--- src/hdl/sqlts_pkg.sv ---
// ---------------------------------------------------------------------------
// SQL token scanner package
// Token, reason and scan mode codes, the keyword table and the response type.
// ---------------------------------------------------------------------------
package sqlts_pkg;

   typedef enum logic [4:0] {
      TK_END     = 5'd0,
      TK_IDENT   = 5'd1,
      TK_NUMBER  = 5'd2,
      TK_STRING  = 5'd3,
      TK_SELECT  = 5'd4,
      TK_FROM    = 5'd5,
      TK_WHERE   = 5'd6,
      TK_INSERT  = 5'd7,
      TK_INTO    = 5'd8,
      TK_VALUES  = 5'd9,
      TK_AND     = 5'd10,
      TK_OR      = 5'd11,
      TK_EQ      = 5'd12,
      TK_NE      = 5'd13,
      TK_LT      = 5'd14,
      TK_LE      = 5'd15,
      TK_GT      = 5'd16,
      TK_GE      = 5'd17,
      TK_COMMA   = 5'd18,
      TK_LPAREN  = 5'd19,
      TK_RPAREN  = 5'd20,
      TK_SEMI    = 5'd21,
      TK_STAR    = 5'd22,
      TK_INVALID = 5'd23
   } token_kind_type;

   typedef enum logic [1:0] {
      RSN_NONE         = 2'd0,
      RSN_UNEXPECTED   = 2'd1,
      RSN_LONE_BANG    = 2'd2,
      RSN_UNTERMINATED = 2'd3
   } reason_type;

   typedef enum logic [6:0] {
      M_IDLE    = 7'b0000001,
      M_NUMBER  = 7'b0000010,
      M_WORD    = 7'b0000100,
      M_STRING  = 7'b0001000,
      M_LESS    = 7'b0010000,
      M_GREATER = 7'b0100000,
      M_BANG    = 7'b1000000
   } mode_type;

   typedef struct packed {
      token_kind_type kind;
      logic [15:0]    start;
      logic [15:0]    length;
      reason_type     reason;
      logic           last;
   } token_type;

   localparam logic [7:0] CH_SPACE  = 8'h20;
   localparam logic [7:0] CH_TAB    = 8'h09;
   localparam logic [7:0] CH_NL     = 8'h0A;
   localparam logic [7:0] CH_QUOTE  = 8'h27;
   localparam logic [7:0] CH_EQ     = 8'h3D;
   localparam logic [7:0] CH_BANG   = 8'h21;
   localparam logic [7:0] CH_LT     = 8'h3C;
   localparam logic [7:0] CH_GT     = 8'h3E;
   localparam logic [7:0] CH_COMMA  = 8'h2C;
   localparam logic [7:0] CH_LPAREN = 8'h28;
   localparam logic [7:0] CH_RPAREN = 8'h29;
   localparam logic [7:0] CH_SEMI   = 8'h3B;
   localparam logic [7:0] CH_STAR   = 8'h2A;

   localparam int KW_COUNT = 8;
   localparam int KW_CHARS = 6;

   localparam logic [47:0] KW_TEXT [KW_COUNT] = '{
      48'("select"), 48'("from"), 48'("where"), 48'("insert"),
      48'("into"), 48'("values"), 48'("and"), 48'("or")
   };
   localparam int KW_LEN [KW_COUNT] = '{6, 4, 5, 6, 4, 6, 3, 2};

   localparam int QUEUE_DEPTH = 4;
   localparam int QPTR_W      = 2;
   localparam int QCNT_W      = 3;

   function automatic logic [7:0] kw_byte(input int k, input int i);
      return KW_TEXT[k][8 * (KW_LEN[k] - 1 - i) +: 8];
   endfunction

   function automatic token_type make_tok(input token_kind_type kind,
                                          input logic [15:0] start,
                                          input logic [15:0] length,
                                          input reason_type reason);
      token_type t;
      t.kind   = kind;
      t.start  = start;
      t.length = length;
      t.reason = reason;
      t.last   = 1'b0;
      return t;
   endfunction

endpackage

--- src/hdl/sql_token_scanner_core.sv ---
// ---------------------------------------------------------------------------
// SQL token scanner core
// Scans query text one byte per request and emits closed tokens.
// ---------------------------------------------------------------------------
// One request is taken per clock cycle while the queue has room. Each request
// is scanned in the cycle it is accepted and produces zero to three tokens.
// The tokens enter a four-entry result queue and reach the response port
// from the next cycle on, one per response cycle. A request is accepted
// whenever the queue holds at most one token, counted before any response
// leaves in the same cycle. With the response port always ready, requests of
// at most one token each keep one request per cycle, and a request with more
// tokens holds the next one until the queue is down to one token. A stalled
// response port holds the requests once a second token is waiting.
module sql_token_scanner_core
   import sqlts_pkg::*;
#(
   parameter int POSITION_WIDTH  = 16,
   parameter int KEYWORD_MAX_LEN = 6
)(
   input  logic        clock,
   input  logic        reset,
   input  logic        req_valid,
   output logic        req_ready,
   input  logic [7:0]  req_char_byte,
   input  logic        req_has_char,
   input  logic        req_end_of_input,
   output logic        rsp_valid,
   input  logic        rsp_ready,
   output logic [4:0]  rsp_token_kind,
   output logic [15:0] rsp_token_start,
   output logic [15:0] rsp_token_length,
   output logic [1:0]  rsp_invalid_reason,
   output logic        rsp_last_of_run
);

   localparam int PW = POSITION_WIDTH;
   localparam int IW = $clog2(KEYWORD_MAX_LEN);
   localparam logic [PW-1:0] POS_MAX = '1;

   mode_type                              mode_ff, mode_in;
   logic [PW-1:0]                         pos_ff, pos_in;
   logic [PW-1:0]                         pstart_ff, pstart_in;
   logic [KEYWORD_MAX_LEN-1:0][7:0]       window_ff, window_in;
   logic                                  too_long_ff, too_long_in;

   logic                                  accept;
   token_type [2:0]                       res;
   logic [1:0]                            n;
   logic                                  taken;
   logic [7:0]                            c;
   logic [7:0]                            lc;
   logic [PW-1:0]                         idx;
   logic                                  space_ok;
   token_type                             head;

   function automatic logic [15:0] sat16(input logic [PW-1:0] v);
      logic [PW+15:0] wide;
      wide = (PW + 16)'(v);
      if (wide > (PW + 16)'(17'h0FFFF)) return 16'hFFFF;
      return wide[15:0];
   endfunction

   function automatic logic [PW-1:0] span(input logic [PW-1:0] from,
                                          input logic [PW-1:0] upto);
      return (upto >= from) ? upto - from : '0;
   endfunction

   function automatic token_kind_type kw_kind(input logic [5:0][7:0] w,
                                              input logic too_long,
                                              input logic [PW-1:0] len);
      token_kind_type kind;
      logic           hit;
      kind = TK_IDENT;
      if (!too_long && len <= PW'(KEYWORD_MAX_LEN)) begin
         for (int k = KW_COUNT - 1; k >= 0; k--) begin
            hit = (len == PW'(KW_LEN[k]));
            for (int i = 0; i < KW_CHARS; i++) begin
               if (i < KW_LEN[k] && w[i] != kw_byte(k, i)) hit = 1'b0;
            end
            if (hit) kind = token_kind_type'(5'(int'(TK_SELECT) + k));
         end
      end
      return kind;
   endfunction

   function automatic token_type close_tok(input mode_type mode,
                                           input logic [PW-1:0] s,
                                           input logic [PW-1:0] p,
                                           input logic [5:0][7:0] w,
                                           input logic too_long);
      token_type t;
      t = make_tok(TK_INVALID, sat16(s), 16'd1, RSN_LONE_BANG);
      unique case (mode)
         M_NUMBER:  t = make_tok(TK_NUMBER, sat16(s), sat16(span(s, p)), RSN_NONE);
         M_WORD:    t = make_tok(kw_kind(w, too_long, span(s, p)), sat16(s),
                                 sat16(span(s, p)), RSN_NONE);
         M_STRING:  t = make_tok(TK_INVALID, sat16(s), sat16(span(s, p)),
                                 RSN_UNTERMINATED);
         M_LESS:    t = make_tok(TK_LT, sat16(s), 16'd1, RSN_NONE);
         M_GREATER: t = make_tok(TK_GT, sat16(s), 16'd1, RSN_NONE);
         default:   t = make_tok(TK_INVALID, sat16(s), 16'd1, RSN_LONE_BANG);
      endcase
      return t;
   endfunction

   function automatic logic is_digit(input logic [7:0] b);
      return b >= "0" && b <= "9";
   endfunction

   function automatic logic is_alpha(input logic [7:0] b);
      return (b >= "a" && b <= "z") || (b >= "A" && b <= "Z") || b == "_";
   endfunction

   assign accept    = req_valid & req_ready;
   assign req_ready = space_ok;
   assign c         = req_char_byte;
   assign lc        = (c >= "A" && c <= "Z") ? c + 8'd32 : c;

   always_comb begin
      mode_in     = mode_ff;
      pos_in      = pos_ff;
      pstart_in   = pstart_ff;
      window_in   = window_ff;
      too_long_in = too_long_ff;
      res         = '0;
      n           = 2'd0;
      taken       = 1'b0;
      idx         = span(pstart_ff, pos_ff);

      if (accept && req_has_char) begin
         unique case (mode_ff)
            M_STRING: begin
               taken = 1'b1;
               if (c == CH_QUOTE) begin
                  res[n]  = make_tok(TK_STRING, sat16(pstart_ff),
                                     sat16(span(pstart_ff, pos_ff)), RSN_NONE);
                  n       = n + 2'd1;
                  mode_in = M_IDLE;
               end
            end
            M_LESS, M_GREATER, M_BANG: begin
               if (c == CH_EQ) begin
                  res[n]  = make_tok((mode_ff == M_LESS) ? TK_LE :
                                     (mode_ff == M_GREATER) ? TK_GE : TK_NE,
                                     sat16(pstart_ff), 16'd2, RSN_NONE);
                  n       = n + 2'd1;
                  mode_in = M_IDLE;
                  taken   = 1'b1;
               end else begin
                  res[n]  = close_tok(mode_ff, pstart_ff, pos_ff,
                                      window_ff[5:0], too_long_ff);
                  n       = n + 2'd1;
                  mode_in = M_IDLE;
               end
            end
            M_NUMBER: begin
               if (is_digit(c)) begin
                  taken = 1'b1;
               end else begin
                  res[n]  = close_tok(mode_ff, pstart_ff, pos_ff,
                                      window_ff[5:0], too_long_ff);
                  n       = n + 2'd1;
                  mode_in = M_IDLE;
               end
            end
            M_WORD: begin
               if (is_alpha(c) || is_digit(c)) begin
                  taken = 1'b1;
                  if (idx < PW'(KEYWORD_MAX_LEN)) begin
                     window_in[idx[IW-1:0]] = lc;
                  end else begin
                     too_long_in = 1'b1;
                  end
               end else begin
                  res[n]  = close_tok(mode_ff, pstart_ff, pos_ff,
                                      window_ff[5:0], too_long_ff);
                  n       = n + 2'd1;
                  mode_in = M_IDLE;
               end
            end
            default: begin
            end
         endcase

         if (!taken) begin
            unique case (c)
               CH_SPACE, CH_TAB, CH_NL: begin
               end
               CH_QUOTE: begin
                  mode_in   = M_STRING;
                  pstart_in = (pos_ff < POS_MAX) ? pos_ff + PW'(1) : POS_MAX;
               end
               CH_EQ: begin
                  res[n] = make_tok(TK_EQ, sat16(pos_ff), 16'd1, RSN_NONE);
                  n      = n + 2'd1;
               end
               CH_BANG: begin
                  mode_in   = M_BANG;
                  pstart_in = pos_ff;
               end
               CH_LT: begin
                  mode_in   = M_LESS;
                  pstart_in = pos_ff;
               end
               CH_GT: begin
                  mode_in   = M_GREATER;
                  pstart_in = pos_ff;
               end
               CH_COMMA: begin
                  res[n] = make_tok(TK_COMMA, sat16(pos_ff), 16'd1, RSN_NONE);
                  n      = n + 2'd1;
               end
               CH_LPAREN: begin
                  res[n] = make_tok(TK_LPAREN, sat16(pos_ff), 16'd1, RSN_NONE);
                  n      = n + 2'd1;
               end
               CH_RPAREN: begin
                  res[n] = make_tok(TK_RPAREN, sat16(pos_ff), 16'd1, RSN_NONE);
                  n      = n + 2'd1;
               end
               CH_SEMI: begin
                  res[n] = make_tok(TK_SEMI, sat16(pos_ff), 16'd1, RSN_NONE);
                  n      = n + 2'd1;
               end
               CH_STAR: begin
                  res[n] = make_tok(TK_STAR, sat16(pos_ff), 16'd1, RSN_NONE);
                  n      = n + 2'd1;
               end
               default: begin
                  if (is_digit(c)) begin
                     mode_in   = M_NUMBER;
                     pstart_in = pos_ff;
                  end else if (is_alpha(c)) begin
                     mode_in      = M_WORD;
                     pstart_in    = pos_ff;
                     window_in    = '0;
                     window_in[0] = lc;
                     too_long_in  = 1'b0;
                  end else begin
                     res[n] = make_tok(TK_INVALID, sat16(pos_ff), 16'd1,
                                       RSN_UNEXPECTED);
                     n      = n + 2'd1;
                  end
               end
            endcase
         end

         pos_in = (pos_ff < POS_MAX) ? pos_ff + PW'(1) : pos_ff;
      end

      if (accept && req_end_of_input) begin
         if (mode_in != M_IDLE) begin
            res[n] = close_tok(mode_in, pstart_in, pos_in, window_in[5:0],
                               too_long_in);
            n      = n + 2'd1;
         end
         res[n]      = make_tok(TK_END, sat16(pos_in), 16'd0, RSN_NONE);
         n           = n + 2'd1;
         mode_in     = M_IDLE;
         pos_in      = '0;
         pstart_in   = '0;
         window_in   = '0;
         too_long_in = 1'b0;
      end

      if (n != 2'd0) begin
         res[n - 2'd1].last = 1'b1;
      end
   end

   always_ff @(posedge clock) begin
      if (reset) begin
         mode_ff     <= M_IDLE;
         pos_ff      <= '0;
         pstart_ff   <= '0;
         window_ff   <= '0;
         too_long_ff <= 1'b0;
      end else begin
         mode_ff     <= mode_in;
         pos_ff      <= pos_in;
         pstart_ff   <= pstart_in;
         window_ff   <= window_in;
         too_long_ff <= too_long_in;
      end
   end

   sqlts_result_queue u_queue (
      .clock      (clock),
      .reset      (reset),
      .push_count (accept ? n : 2'd0),
      .push_data  (res),
      .space_ok   (space_ok),
      .rsp_valid  (rsp_valid),
      .rsp_ready  (rsp_ready),
      .rsp_data   (head)
   );

   assign rsp_token_kind     = head.kind;
   assign rsp_token_start    = head.start;
   assign rsp_token_length   = head.length;
   assign rsp_invalid_reason = head.reason;
   assign rsp_last_of_run    = head.last;

   a_end_restart: assert property (@(posedge clock) disable iff (reset)
      (accept && req_end_of_input) |=> (pos_ff == '0 && mode_ff == M_IDLE))
      else $error("end of input did not restart the scan");

   a_pos_advance: assert property (@(posedge clock) disable iff (reset)
      (accept && req_has_char && !req_end_of_input && pos_ff != POS_MAX)
      |=> pos_ff == $past(pos_ff) + PW'(1))
      else $error("byte offset did not advance");

   a_hold_idle: assert property (@(posedge clock) disable iff (reset)
      !accept |=> $stable(pos_ff) && $stable(mode_ff))
      else $error("scan state moved without a request");

endmodule

--- src/hdl/sqlts_result_queue.sv ---
// ---------------------------------------------------------------------------
// SQL token scanner result queue
// Takes up to three tokens per cycle and hands them out one per response.
// ---------------------------------------------------------------------------
module sqlts_result_queue
   import sqlts_pkg::*;
(
   input  logic                clock,
   input  logic                reset,
   input  logic [1:0]          push_count,
   input  token_type [2:0]     push_data,
   output logic                space_ok,
   output logic                rsp_valid,
   input  logic                rsp_ready,
   output token_type           rsp_data
);

   token_type               mem_ff [QUEUE_DEPTH];
   logic [QPTR_W-1:0]       wr_ptr_ff, wr_ptr_in;
   logic [QPTR_W-1:0]       rd_ptr_ff, rd_ptr_in;
   logic [QCNT_W-1:0]       count_ff, count_in;
   logic                    pop;

   assign space_ok  = count_ff <= QCNT_W'(QUEUE_DEPTH - 3);
   assign rsp_valid = count_ff != '0;
   assign rsp_data  = mem_ff[rd_ptr_ff];
   assign pop       = rsp_valid & rsp_ready;

   always_comb begin
      wr_ptr_in = wr_ptr_ff + QPTR_W'(push_count);
      rd_ptr_in = rd_ptr_ff + QPTR_W'(pop);
      count_in  = count_ff + QCNT_W'(push_count) - QCNT_W'(pop);
   end

   always_ff @(posedge clock) begin
      if (reset) begin
         wr_ptr_ff <= '0;
         rd_ptr_ff <= '0;
         count_ff  <= '0;
      end else begin
         wr_ptr_ff <= wr_ptr_in;
         rd_ptr_ff <= rd_ptr_in;
         count_ff  <= count_in;
      end
   end

   always_ff @(posedge clock) begin
      for (int j = 0; j < 3; j++) begin
         if (2'(j) < push_count) begin
            mem_ff[wr_ptr_ff + QPTR_W'(j)] <= push_data[j];
         end
      end
   end

   a_count_bound: assert property (@(posedge clock) disable iff (reset)
      count_ff <= QCNT_W'(QUEUE_DEPTH))
      else $error("result queue overfilled");

   a_push_space: assert property (@(posedge clock) disable iff (reset)
      push_count != 2'd0 |-> space_ok)
      else $error("push without room for a full request");

   a_count_track: assert property (@(posedge clock) disable iff (reset)
      (push_count == 2'd0 && !pop) |=> $stable(count_ff))
      else $error("count moved without push or pop");

endmodule

--- config.mk ---
export PLATFORM = sky130hd
export DESIGN_NAME = sql_token_scanner_core
export DESIGN_NICKNAME = d
export VERILOG_FILES = /design/src/hdl/sqlts_pkg.sv /design/src/hdl/sql_token_scanner_core.sv /design/src/hdl/sqlts_result_queue.sv
export SDC_FILE = /design/constraint.sdc
export NUM_CORES = 1
export LEC_CHECK = 0
export BUFFER_PORTS_ARGS = -buffer_cell sky130_fd_sc_hd__buf_2
export CORE_AREA = 2 2 274 276
export CTS_CLUSTER_SIZE = 8
export DETAILED_ROUTE_END_ITERATION = 10
export DIE_AREA = 0 0 276 278
export PLACE_DENSITY = 0.49
export SETUP_SLACK_MARGIN = 0.1
export SLEW_MARGIN = 5
export SYNTH_ARGS = -nofsm -noshare
export SYNTH_HDL_FRONTEND = slang
export SYNTH_HIERARCHICAL = 1
export SYNTH_SLANG_ARGS = --single-unit
--- constraint.sdc ---
create_clock -name clock -period 15.7 [get_ports clock]
set_input_delay 0.785 -clock clock [delete_from_list [all_inputs] [get_ports clock]]
set_output_delay 0.785 -clock clock [all_outputs]
set_load 0.005 [all_outputs]
After elaboration in Yosys (flattened, before gate mapping):

Memory sizes are Yosys's and may differ from the RTL's. A register that Yosys moved wholly into a read port is not among the register bits.
Cells that the tools add are included.
W data, S select, Z words.

* add/sub/neg operators: 14
* multipliers: 0
* divide/modulo/power cells: 0
* $lt $le $gt $ge: 26
* eq/ne operators: 92
* shift operators: 0
* muxes and demuxes: 258
* bitwise logic cells: 2
* reduce and logical (&&, ||, !) cells: 26

Operator list (number)
* $bwmux W120: 10
* $mux W120: 8
* $pmux W120 S7: 1
* $ne A8 B7 Y1 const B: 56
* $mux W48: 8
* $demux W40 S2: 4
* $mux W40: 8
* $pmux W40 S5: 1
* $pmux W40 S4: 1
* $mux W1: 158
* $mux W16: 9
* $eq A16 B3 Y1 const B: 6
* $mux W5: 18
* $eq A8 B6 Y1 const B: 11
* $pmux W40 S2: 1
* $mux W37: 2
* $eq A16 B2 Y1 const B: 4
* $mux W7: 7
* $bwmux W48: 1
* $pmux W16 S3: 1
* $pmux W7 S5: 1
* $ge A16 B16 Y1: 2
* $le A16 B3 Y1 const B: 2
* $sub A16 B16 Y16: 2
* 51 further kinds: 96

* register bits after elaboration: 95
* bits in latches: 0
* RAM bits: 160
* bits in read-only memories: 0
* bits of input ports: 14
* word-level logic and storage cells: 432
* memories kept: 1

Memories
* u_queue.mem_ff: words 4, bits a word 40, read ports 1, clocked after Yosys merged registers in 1, wr ports 3, line sqlts_result_queue.sv:18 `token_type mem_ff [QUEUE_DEPTH];`

Longest topological paths before layout:

Gate-level depths: netlist of run 1.

* depth after elaboration: 43
* gate-level depth with buffers: 32

Cells and area by module:

The synthesis of run 1 kept the hierarchy.

Modules (own cells, without submodules)
* sql_token_scanner_core: times used 1, cells each 1744, area each 11702.5 µm²
* sqlts_result_queue: times used 1, cells each 979, area each 9465.3 µm²

Worst setup path after synthesis of run 1:

No wires, ideal clock.

* kind: input-to-reg
* from: input port req_char_byte[2]
* to: memory u_queue/mem_ff[0][0] in the netlist's numbering (enable)
* setup time: 0.498 ns
* arrival: 7.598 ns
* slack: 7.604 ns
* stages on the path: 19
* buffers on the path: 3
* cells stage by stage: buf_2 or4_4 o211ai_2 o32a_2 nand3_1 a31oi_2 a31oi_1 o2bb2ai_2 nor4b_2 nand3_2 a21oi_1 ha_1 o21a_1 inv_1 buf_2 buf_4 o21a_1 nor2_1 a211oi_1

RTL lines
* from (decl): line sql_token_scanner_core.sv:24 `input logic [7:0] req_char_byte,`
* to (decl): line sqlts_result_queue.sv:18

==> results.json, run 1 <==
{
  "status": "complete, but fails checks",
  "violations": "DRC",
  "die_w_um": 276,
  "synthesis.nets": 2788,
  "critPathCaptureType": "flop",
  "antennaDiodeCount": 0,
  "fp-row-count": 100,
  "port_buffers": 55,
  "yosysUniqueCellTypes": 118,
  "cts_resized": 0,
  "gp_congestion": 0.954,
  "vias": 22124,
  "clock_latency_ns": 0.62,
  "whs_path_depth": 2,
  "remaining_drc_errors": 3,
  "cp_max_fo": 9,
  "drt_iter0_markers": 2623,
  "clk_pin_slew_ns": 0.05,
  "seq_area_frac_synth_pct": 31.7,
  "peakVddDrop_v": 0.0000717,
  "slew_headroom_pct": 16.7,
  "die_y_um": 278,
  "min-delay-start": "window_ff[39]",
  "drt-total-wl_um": 97400,
  "syn_avg_cell_area_um2": 7.77,
  "powerDensity_nw_per_um2": 110,
  "finalSetupViolCount": 0,
  "skew_ns": 0.0526,
  "core_um2": 73800,
  "nNetsFinal": 2738,
  "ys_async_sr_fraction_pct": 0,
  "grt_util_all_layers_pct": 24.7,
  "required_ns": 16.10,
  "yosysWarningCount": 6,
  "reg2reg_slack_ns": 6.74,
  "ant_nets": 0,
  "ioPinCount": 56,
  "cts_setup_buffers": 0,
  "worst_slew_pin_slew_ns": 1.24,
  "grt_pass1_vias": 21806,
  "hold_viol": 0,
  "antenna_found_initial": 3,
  "area.growth.synth_to_final_pct": 10.7,
  "r2r_end": "u_queue/mem_ff[1][37]",
  "ys_top_cells_by_count": "nand2_1 (476), nor2_1 (454), a31oi_1 (177)",
  "netlist.top_cell.by_area": "edfxtp_1",
  "synthTopCellsByArea": "edfxtp_1 (23%), dfxtp_1 (9.0%), nand2_1 (8.4%)",
  "grt_max_degree": 81,
  "cts_buffers": 41,
  "cp-start-kind": "flop",
  "grt-ovfl-total": 0,
  "synth_seq_cells": 255,
  "worst_hold_slack_ns": 0.480,
  "root_buffer": "clkbuf_16",
  "netlist_instances": 2723,
  "final_cells": 3665,
  "grt_pass1_wl_um": 144000,
  "detail_route.wl_per_cell_um": 26.6,
  "via_per_inst": 6.04,
  "fmaxAchievable_mhz": 112,
  "start_util_pct": 28.7,
  "tns_ns": 0,
  "drt-pass1-iter-count": 9,
  "final.period_utilization_pct": 57.1,
  "synth.top_cell.area_share_pct": 22.7,
  "maxSlewViolCount": 0,
  "synth_edf_count": 160,
  "cts_sinks": 255,
  "max_cap_violations": 0,
  "arrival_ns": 9.36,
  "synth.most_common_cell": "nand2_1",
  "hpwl_um": 69000,
  "cpMaxStageDelayCell": "dfxtp_1",
  "hp-class": "flop to flop",
  "dp.cells": 3599,
  "synth_flop_cell": "edfxtp_1",
  "critPathKind": "flop to flop",
  "drive_gt1_share_pct": 10.2,
  "hold_path_end": "window_ff[39]",
  "max_stage_delay_ns": 0.69,
  "die_area_um2": 76700,
  "rsz0062_at_grt": "no",
  "timing.rr.start": "pos_ff[1]",
  "r2r_cells": 32,
  "p_leak_nw": 8.28,
  "clockBufferDepth": 3,
  "finalCriticalPeriod_ns": 8.96,
  "synth_area_um2": 21200,
  "htree_levels": 2,
  "cts_tree": "yes",
  "cts_hold_buf": 0,
  "finalPower_w": 0.00259
}
## logic make-up after synthesis
group           share of synthesized area, %
xor+xnor                                1.74
mux                                     5.27
simple gates                            30.2
buf+inv                                 5.31
flops                                   31.7
compound gates                          22.6
fa+ha+maj                               3.22
## area by class of cell
class	count	area, um2
well taps	969	1210
multi-input cells	2216	13400
repair buffers	97	591
fillers	7920	50400
clock inverters	7	87.6
inverters	62	233
clock buffers	59	1140
flip-flops and latches	255	6710
## worst max path at each step
stage / from / end / slack [ns] / depth (start not counted)
5_1_grt: pos_ff[1] / u_queue/mem_ff[1][35] / 6.27 / 31
4_1_cts: pos_ff[1] / u_queue/mem_ff[1][37] / 6.99 / 32
3_5_place_dp: req_char_byte[2] / u_queue/mem_ff[1][37] / 6.82 / 28
3_3_place_gp: req_char_byte[2] / u_queue/mem_ff[0][37] / 7.08 / 28
2_1_floorplan: req_char_byte[2] / u_queue/mem_ff[0][0] / 7.60 / 19
6_report: pos_ff[1] / u_queue/mem_ff[1][37] / 6.74 / 32
## worst max-delay path: cells and delay by family, from the launching register on
family                     cells  cell delay [ns]
AOI/OAI and AO/OA              8             1.76
and+or+nand+nor               17             4.19
buffers and inverters          2             0.25
adders and majority gates      4             1.27
DFF                            1             0.69
xor gates and xnor gates       1             0.60
## power by group
group          switching, W  total [W]  internal, W
Clock              0.000345   0.000863     0.000518
Combinational      0.000571   0.000873     0.000301
Sequential        0.0000482   0.000852     0.000804
## registers in the layout, summed over array words and instances (netlist names)
register and cells:
mode_ff 7, pos_ff 16, pstart_ff 16, too_long_ff 1, u_queue/count_ff 3, u_queue/mem_ff 160, u_queue/rd_ptr_ff 2, u_queue/wr_ptr_ff 2
window_ff 48
## through the flow
step,utilization (%),area (um2),worst slack (ns)
3_3_place_gp,30.1,22200,7.08
2_1_floorplan,-,21200,7.60
3_5_place_dp,30.1,22200,6.82
5_1_grt,31.7,23400,6.27
6_report,31.7,23400,6.74
4_1_cts,31.7,23400,6.99
## per-layer routing
layer | global-route usage [%] | vias up | share of wire, %
met5 | 0 | - | 0.035
met4 | 14.0 | 4 | 5.9
met3 | 3.61 | 295 | 6.6
met2 | 42.3 | 1135 | 48
met1 | 29.6 | 10785 | 40
li1 | - | 9905 | -
## cell usage in the layout, fill, tap and decap left out, types with 49 or more instances in the layout
cell	instances
o21ai_0	87
a22oi_1	49
a31oi_1	177
nor2_1	453
edfxtp_1	160
nand3_1	61
buf_2	55
nand2_1	476
inv_1	60
a21oi_1	148
dfxtp_1	93
and2_1	63
Note: power is estimated with default switching activity, not from simulation.
==> inputs of run 2 (changes only) <==
--- a/config.mk
+++ b/config.mk
@@ -5,11 +5,12 @@
 export SDC_FILE = /design/constraint.sdc
 export NUM_CORES = 1
 export LEC_CHECK = 0
+export ABC_AREA = 1
 export BUFFER_PORTS_ARGS = -buffer_cell sky130_fd_sc_hd__buf_2
-export CORE_AREA = 2 2 274 276
+export CORE_AREA = 2 2 282 284
 export CTS_CLUSTER_SIZE = 8
 export DETAILED_ROUTE_END_ITERATION = 10
-export DIE_AREA = 0 0 276 278
+export DIE_AREA = 0 0 284 286
 export PLACE_DENSITY = 0.49
 export SETUP_SLACK_MARGIN = 0.1
 export SLEW_MARGIN = 5
==> constraint.sdc (replaced) <==
create_clock -name clock -period 8.85 [get_ports clock]
set_input_delay 0.4425 -clock clock [delete_from_list [all_inputs] [get_ports clock]]
set_output_delay 0.4425 -clock clock [all_outputs]
set_load 0.005 [all_outputs]
==> run 2 against run 1 <==
Against the previous run:
- the flow now finishes without violations
- worst setup slack lost 5.2 ns
- register-to-register slack lost 5.2 ns
- sequential cell count is the same
- critical path type unchanged
- largest cell class unchanged
- highest routed layer is now met4
==> results.json, run 2 <==
{
  "drt-pass1-iter-count": 6,
  "largest_register_ffs": 160,
  "synth_edf_count": 160,
  "fp-row-count": 103,
  "remaining_drc_errors": 0,
  "slew_headroom_pct": 26.6,
  "regMostFlops": "u_queue/mem_ff",
  "max_stage_delay_ns": 0.64,
  "ys_top_cells_by_count": "nand2_1 (1,067), inv_1 (439), nor2_1 (425)",
  "p_sw_share_pct": 45.9,
  "grt_max_degree": 88,
  "clockPowerShare_pct": 24.2,
  "grt-ovfl-total": 0,
  "required_ns": 9.11,
  "core_um2": 78400,
  "ys_async_sr_fraction_pct": 0,
  "die_area_um2": 81200,
  "top_regs": "u_queue/mem_ff (160), window_ff (48)",
  "dp_slack_ns": 1.47,
  "maxSlewViolCount": 0,
  "htree_levels": 2,
  "cts_sinks": 255,
  "final_core_util_pct": 31.6,
  "final_cell_mix": "nand2_1 (1,066), inv_1 (438), nor2_1 (423), nand3_1 (338), o21ai_0 (245)",
  "critPathCaptureType": "flop",
  "cp_max_fo": 15,
  "nNetsFinal": 3676,
  "final.period_utilization_pct": 82.6,
  "cts_setup_buffers": 0,
  "netlist_instances": 3646,
  "grt_pass1_wl_um": 143000,
  "netlist.top_cell.by_area": "edfxtp_1",
  "cpMaxStageDelayCell": "nor4_1",
  "critPathKind": "flop to flop",
  "drt-total-wl_um": 94800,
  "worst_slew_pin_slew_ns": 1.10,
  "area.growth.synth_to_final_pct": 9.85,
  "finalCriticalPeriod_ns": 7.31,
  "syn_avg_cell_area_um2": 6.18,
  "drive_gt1_share_pct": 8.43,
  "grt_pass1_vias": 22561,
  "powerDensity_nw_per_um2": 227,
  "max_cap_violations": 0,
  "ioPinCount": 56,
  "antennaDiodeCount": 0,
  "cts_hold_buf": 0,
  "cts_resized": 0,
  "placed_cell_area_um2": 23700,
  "cts_tree": "yes",
  "start_util_pct": 28.7,
  "antenna_found_initial": 2,
  "ant_nets": 0,
  "arrival_ns": 7.58,
  "rsz0062_at_grt": "no",
  "seq_power_share_pct": 27.8,
  "vias": 24395,
  "clock_latency_ns": 0.58,
  "combPwrFrac_pct": 48.0,
  "tns_ns": 0,
  "hp-class": "primary input to flop",
  "hold_viol": 0,
  "detail_route.wl_per_cell_um": 20.3,
  "die_y_um": 286,
  "finalPower_w": 0.00560,
  "p_leak_nw": 11.0,
  "fmaxAchievable_mhz": 137,
  "synthTopCellsByArea": "edfxtp_1 (21%), nand2_1 (18%), dfxtp_1 (8.4%)",
  "crit_top_cell": "nand2_1",
  "clk_pin_slew_ns": 0.05,
  "synth_seq_cells": 255,
  "p_switching_w": 0.00257,
  "cp-start-kind": "flop",
  "grt_util_all_layers_pct": 22.7,
  "worst_slack_ns": 1.54,
  "finalSetupViolCount": 0,
  "gp_congestion": 0.984,
  "yosysWarningCount": 6,
  "via_per_inst": 5.21,
  "status": "finished, final reports clean",
  "synth_flop_cell": "edfxtp_1",
  "clockBufferDepth": 3,
  "cts_buffers": 38,
  "hpwl_um": 67400,
  "p_int_w": 0.00303,
  "final_common_cell": "nand2_1",
  "peakVddDrop_v": 0.000147,
  "root_buffer": "clkbuf_16",
  "synthesis.nets": 3711,
  "synth_area_um2": 22500,
  "port_buffers": 55,
  "synth.most_common_cell": "nand2_1",
  "yosysUniqueCellTypes": 69,
  "final_cell_area_um2": 24700,
  "drt_iter0_markers": 2569,
  "seq_area_frac_synth_pct": 29.8,
  "die_w_um": 284,
  "synth.top_cell.area_share_pct": 21.3,
  "skew_ns": 0.0384
}
==> run 2: cell types whose count changed after synthesis, moves of 36 or more <==
cell     previous run  this run
nand2_1           476      1067
inv_1              60       439
nand3_1            62       343
a31oi_1           177         4
o21ai_0            87       246
o21ai_1             6        76
and2_1             63         3
mux4_2             40         0
inv_2               2        38
==> run 2: path summary, 6_finish.rpt <==
check / start / to / slack, ns / depth (start not counted)
setup / recovery: mode_ff[5] / u_queue/mem_ff[0][35] / 1.54 / 38
hold / removal: reset / u_queue/count_ff[0] / 0.15 / 2
setup reg to reg: mode_ff[5] / u_queue/mem_ff[0][35] / 1.54 / 38
hold reg to reg: window_ff[30] / window_ff[30] / 0.49 / 2
==> run 2: final cells by class <==
| cell class | count | area, um2 |
|---|---|---|
| tap | 1050 | 1310 |
| timing repair buffer | 100 | 626 |
| sequential | 255 | 6710 |
| clock buffer | 53 | 1010 |
| inverter | 484 | 1820 |
| clock inverter | 4 | 38.8 |
| multi-input combinational | 2732 | 13200 |
| fill | 8944 | 53600 |
==> run 2: per-stage QoR <==
step	hold WS (ns)	instances
2_1_floorplan	0.462	3646
3_3_place_gp	0.481	4621
3_5_place_dp	0.480	4621
4_1_cts	0.125	4678
5_1_grt	0.156	4678
6_report	0.147	4678
==> run 2: power groups by stage <==
stage | registers (W) | clock network (W) | logic (W)
2_1_floorplan | 0.00156 | 0 | 0.00181
3_3_place_gp | 0.00159 | 0 | 0.00268
3_5_place_dp | 0.00158 | 0 | 0.00267
4_1_cts | 0.00156 | 0.00139 | 0.00268
5_1_grt | 0.00158 | 0.00143 | 0.00297
6_report | 0.00156 | 0.00136 | 0.00269
==> run 2: logic make-up (layout without fill, tap and decap cells) <==
family	Yosys count	count (layout)	synth area share (%)
xor+xnor	20	20	0.778
fa+ha+maj	51	51	2.93
simple gates	2055	2055	39.5
buf+inv	659	641	11.8
compound gates	606	606	15.2
flops	255	255	29.8
==> run 2: metal layers <==
| layer | vias to the layer above | share of wire [%] | global-route usage, % |
|---|---|---|---|
| li1 | 11855 | - | - |
| met1 | 11440 | 47 | 33.0 |
| met2 | 974 | 44 | 35.9 |
| met3 | 126 | 7.1 | 2.57 |
| met4 | 0 | 1.9 | 5.09 |
| met5 | - | 0 | 0 |
==> run 2: worst max-delay path: cells and delay by family (launching register included) <==
family / cells / cell delay [ns]
buf+inv: 7 / 1.18
simple gates: 26 / 3.63
flops: 1 / 0.38
fa+ha+maj: 1 / 0.43
compound gates: 4 / 1.37
==> inputs of run 3 (changes only) <==
--- a/config.mk
+++ b/config.mk
@@ -5,13 +5,13 @@
 export SDC_FILE = /design/constraint.sdc
 export NUM_CORES = 1
 export LEC_CHECK = 0
-export ABC_AREA = 1
+export ABC_AREA = 0
 export BUFFER_PORTS_ARGS = -buffer_cell sky130_fd_sc_hd__buf_2
-export CORE_AREA = 2 2 282 284
+export CORE_AREA = 2 2 274 276
 export CTS_CLUSTER_SIZE = 8
 export DETAILED_ROUTE_END_ITERATION = 10
-export DIE_AREA = 0 0 284 286
-export PLACE_DENSITY = 0.49
+export DIE_AREA = 0 0 276 278
+export PLACE_DENSITY = 0.5
 export SETUP_SLACK_MARGIN = 0.1
 export SLEW_MARGIN = 5
 export SYNTH_ARGS = -nofsm -noshare
==> constraint.sdc (replaced) <==
create_clock -name clock -period 6.72 [get_ports clock]
set_input_delay 0.336 -clock clock [delete_from_list [all_inputs] [get_ports clock]]
set_output_delay 0.336 -clock clock [all_outputs]
set_load 0.005 [all_outputs]
==> run 3 against run 2 <==
Against the previous run:
- via count shrank 5.1%
- non-clock buffer count rose by 302
- the run now ends with DRC left
- design area rose by 8.0%
- sequential share of layout area fell by 2.0 points
- global-route usage grew 1.9 points
- fmax increased by 14%
- worst hold slack lost 0.062 ns
- cell count down 15%
- sequential power rose by 25%
- count of clock-buffer cells in the layout up 10
- utilization up 4.6 points
==> results.json, run 3 (same netlist as run 1, synthesis figures left out) <==
{
  "status": "complete, but fails checks",
  "violations": "DRC",
  "cp_max_fo": 7,
  "drt_iter0_markers": 2412,
  "hold_viol": 0,
  "cp-start-kind": "flop",
  "critPathBufInv": 3,
  "ant_nets": 0,
  "root_buffer": "clkbuf_16",
  "cts_sinks": 255,
  "max_stage_delay_ns": 0.53,
  "htree_levels": 2,
  "crit_top_cell": "inv_1",
  "die_w_um": 276,
  "peakVddDrop_v": 0.000149,
  "grt_max_degree": 81,
  "clockPowerShare_pct": 29.9,
  "final_cells": 3977,
  "crit_chain": "buf_4 -> inv_1 -> ha_1 -> inv_1 -> fa_1 -> a21o_1 -> a221o_1 -> a211oi_2 -> xor2_2 -> and4_4 -> nand4_4 -> or3_4 -> and4b_1 -> o21ai_0 -> nand4bb_1 -> and4b_2 -> or4_4 -> a31o_4 -> o21ai_2 -> nand2_1 -> a31oi_1",
  "regMostFlops": "u_queue/mem_ff",
  "gp_congestion": 0.962,
  "arrival_ns": 6.80,
  "grt_pass1_vias": 22080,
  "p_leak_nw": 10.1,
  "seq_power_share_pct": 29.4,
  "die_y_um": 278,
  "grt_util_all_layers_pct": 24.6,
  "required_ns": 7.12,
  "combPwrFrac_pct": 40.7,
  "ioPinCount": 56,
  "grt_pass1_wl_um": 144000,
  "final_core_util_pct": 36.2,
  "skew_ns": 0.0408,
  "clk_pin_slew_ns": 0.05,
  "tns_ns": 0,
  "p_sw_share_pct": 37.6,
  "rsz0062_at_grt": "no",
  "drt-total-wl_um": 98900,
  "critPathCaptureType": "flop",
  "drive_gt1_share_pct": 23.2,
  "port_buffers": 55,
  "hp-class": "primary input to flop",
  "powerDensity_nw_per_um2": 249,
  "core_um2": 73800,
  "cp_top_family": "simple AND/OR/NAND/NOR gates",
  "largest_register_ffs": 160,
  "final_cell_mix": "nand2_1 (473), nor2_1 (442), buf_4 (324), a31oi_1 (176), edfxtp_1 (160)",
  "die_area_um2": 76700,
  "vias": 23149,
  "worst_slew_pin_slew_ns": 0.993,
  "cts_buffers": 40,
  "finalSetupViolCount": 0,
  "cts_tree": "yes",
  "detail_route.wl_per_cell_um": 24.9,
  "max_cap_violations": 0,
  "critPathKind": "flop to flop",
  "nNetsFinal": 3043,
  "cpMaxStageDelayCell": "or3_4",
  "area.growth.synth_to_final_pct": 26.2,
  "p_int_w": 0.00415,
  "clockBufferDepth": 3,
  "drt-pass1-iter-count": 9,
  "final_common_cell": "nand2_1",
  "maxSlewViolCount": 0,
  "start_util_pct": 28.7,
  "top_regs": "u_queue/mem_ff (160), window_ff (48)",
  "fillers": 7696,
  "fmaxAchievable_mhz": 156,
  "grt-ovfl-total": 0,
  "fp-row-count": 100,
  "dp.cells": 3878,
  "final.period_utilization_pct": 95.3,
  "p_switching_w": 0.00250,
  "hpwl_um": 71700,
  "slew_headroom_pct": 33.8,
  "clock_latency_ns": 0.59,
  "via_per_inst": 5.82,
  "finalCriticalPeriod_ns": 6.40,
  "remaining_drc_errors": 8,
  "antenna_found_initial": 5
}
==> run 3: cell types whose count changed in the layout (fill, tap and decap cells not counted), sizes merged, moves of 29 or more <==
cell and delta:
o21ai -233, nand3 -292, or3 +32, a31oi +173
inv -420, nand2 -626, mux4 +40, nand4 -29
and2 +64, buf +302
==> run 3: power by group through the flow <==
stage / logic [W] / registers, W / clock network, W
6_report: 0.00271 / 0.00195 / 0.00199
5_1_grt: 0.00287 / 0.00197 / 0.00208
4_1_cts: 0.00252 / 0.00195 / 0.00203
3_5_place_dp: 0.00248 / 0.00198 / 0
3_3_place_gp: 0.00248 / 0.00197 / 0
2_1_floorplan: 0.00129 / 0.00195 / 0
==> run 3: area by class of cell <==
type / count / area [um2] / area share [%]
antenna: 1 / 2.50 / 0.00936
clock buffer: 63 / 1100 / 4.11
clock inverter: 8 / 126 / 0.473
inverter: 62 / 233 / 0.871
multi-input combinational: 2217 / 14200 / 53.2
sequential: 255 / 6710 / 25.1
tap: 969 / 1210 / 4.54
timing repair buffer: 402 / 3120 / 11.7
==> run 3: repair_timing <==
action	CTS	global route
hold buffers	0	0
gates cloned	0	1
setup buffers	1	25
pin swaps	2	56
gates resized for setup	31	136
setup endpoints to repair	16	62
==> run 3: metrics by stage <==
step | power [W] | area, um2 | hold WS (ns) | setup slack, ns
3_3_place_gp | 0.00445 | 24500 | 0.465 | -0.465
3_5_place_dp | 0.00446 | 24500 | 0.475 | -0.588
5_1_grt | 0.00692 | 26700 | 0.112 | 0.0221
4_1_cts | 0.00650 | 25900 | 0.0664 | 0.0945
2_1_floorplan | 0.00324 | 21200 | 0.403 | 0.233
6_report | 0.00665 | 26700 | 0.0847 | 0.316
==> run 3: worst paths after layout <==
check | start | to | slack (ns) | cells after the start
worst max-delay path | pos_ff[0] | u_queue/mem_ff[0][35] | 0.32 | 21
worst max register to register | pos_ff[0] | u_queue/mem_ff[0][35] | 0.32 | 21
worst min register to register | window_ff[35] | window_ff[35] | 0.49 | 2
worst min-delay path | reset | u_queue/count_ff[1] | 0.08 | 2
==> run 3: worst register-to-register path, cell delays in order, from the launching register on <==
cell	delay, ns
dfxtp_2	0.33
buf_4	0.17
inv_1	0.16
ha_1	0.20
inv_1	0.06
fa_1	0.46
a21o_1	0.29
a221o_1	0.41
a211oi_2	0.31
xor2_2	0.24
and4_4	0.37
nand4_4	0.29
or3_4	0.54
and4b_1	0.20
o21ai_0	0.31
nand4bb_1	0.36
and4b_2	0.31
or4_4	0.46
a31o_4	0.30
o21ai_2	0.20
nand2_1	0.09
a31oi_1	0.19
==> run 3: layer usage <==
layer	track usage, %	routed length (um)
met1	33.0	42700
met2	40.0	45000
met3	3.52	7250
met4	9.67	3870
met5	0	27
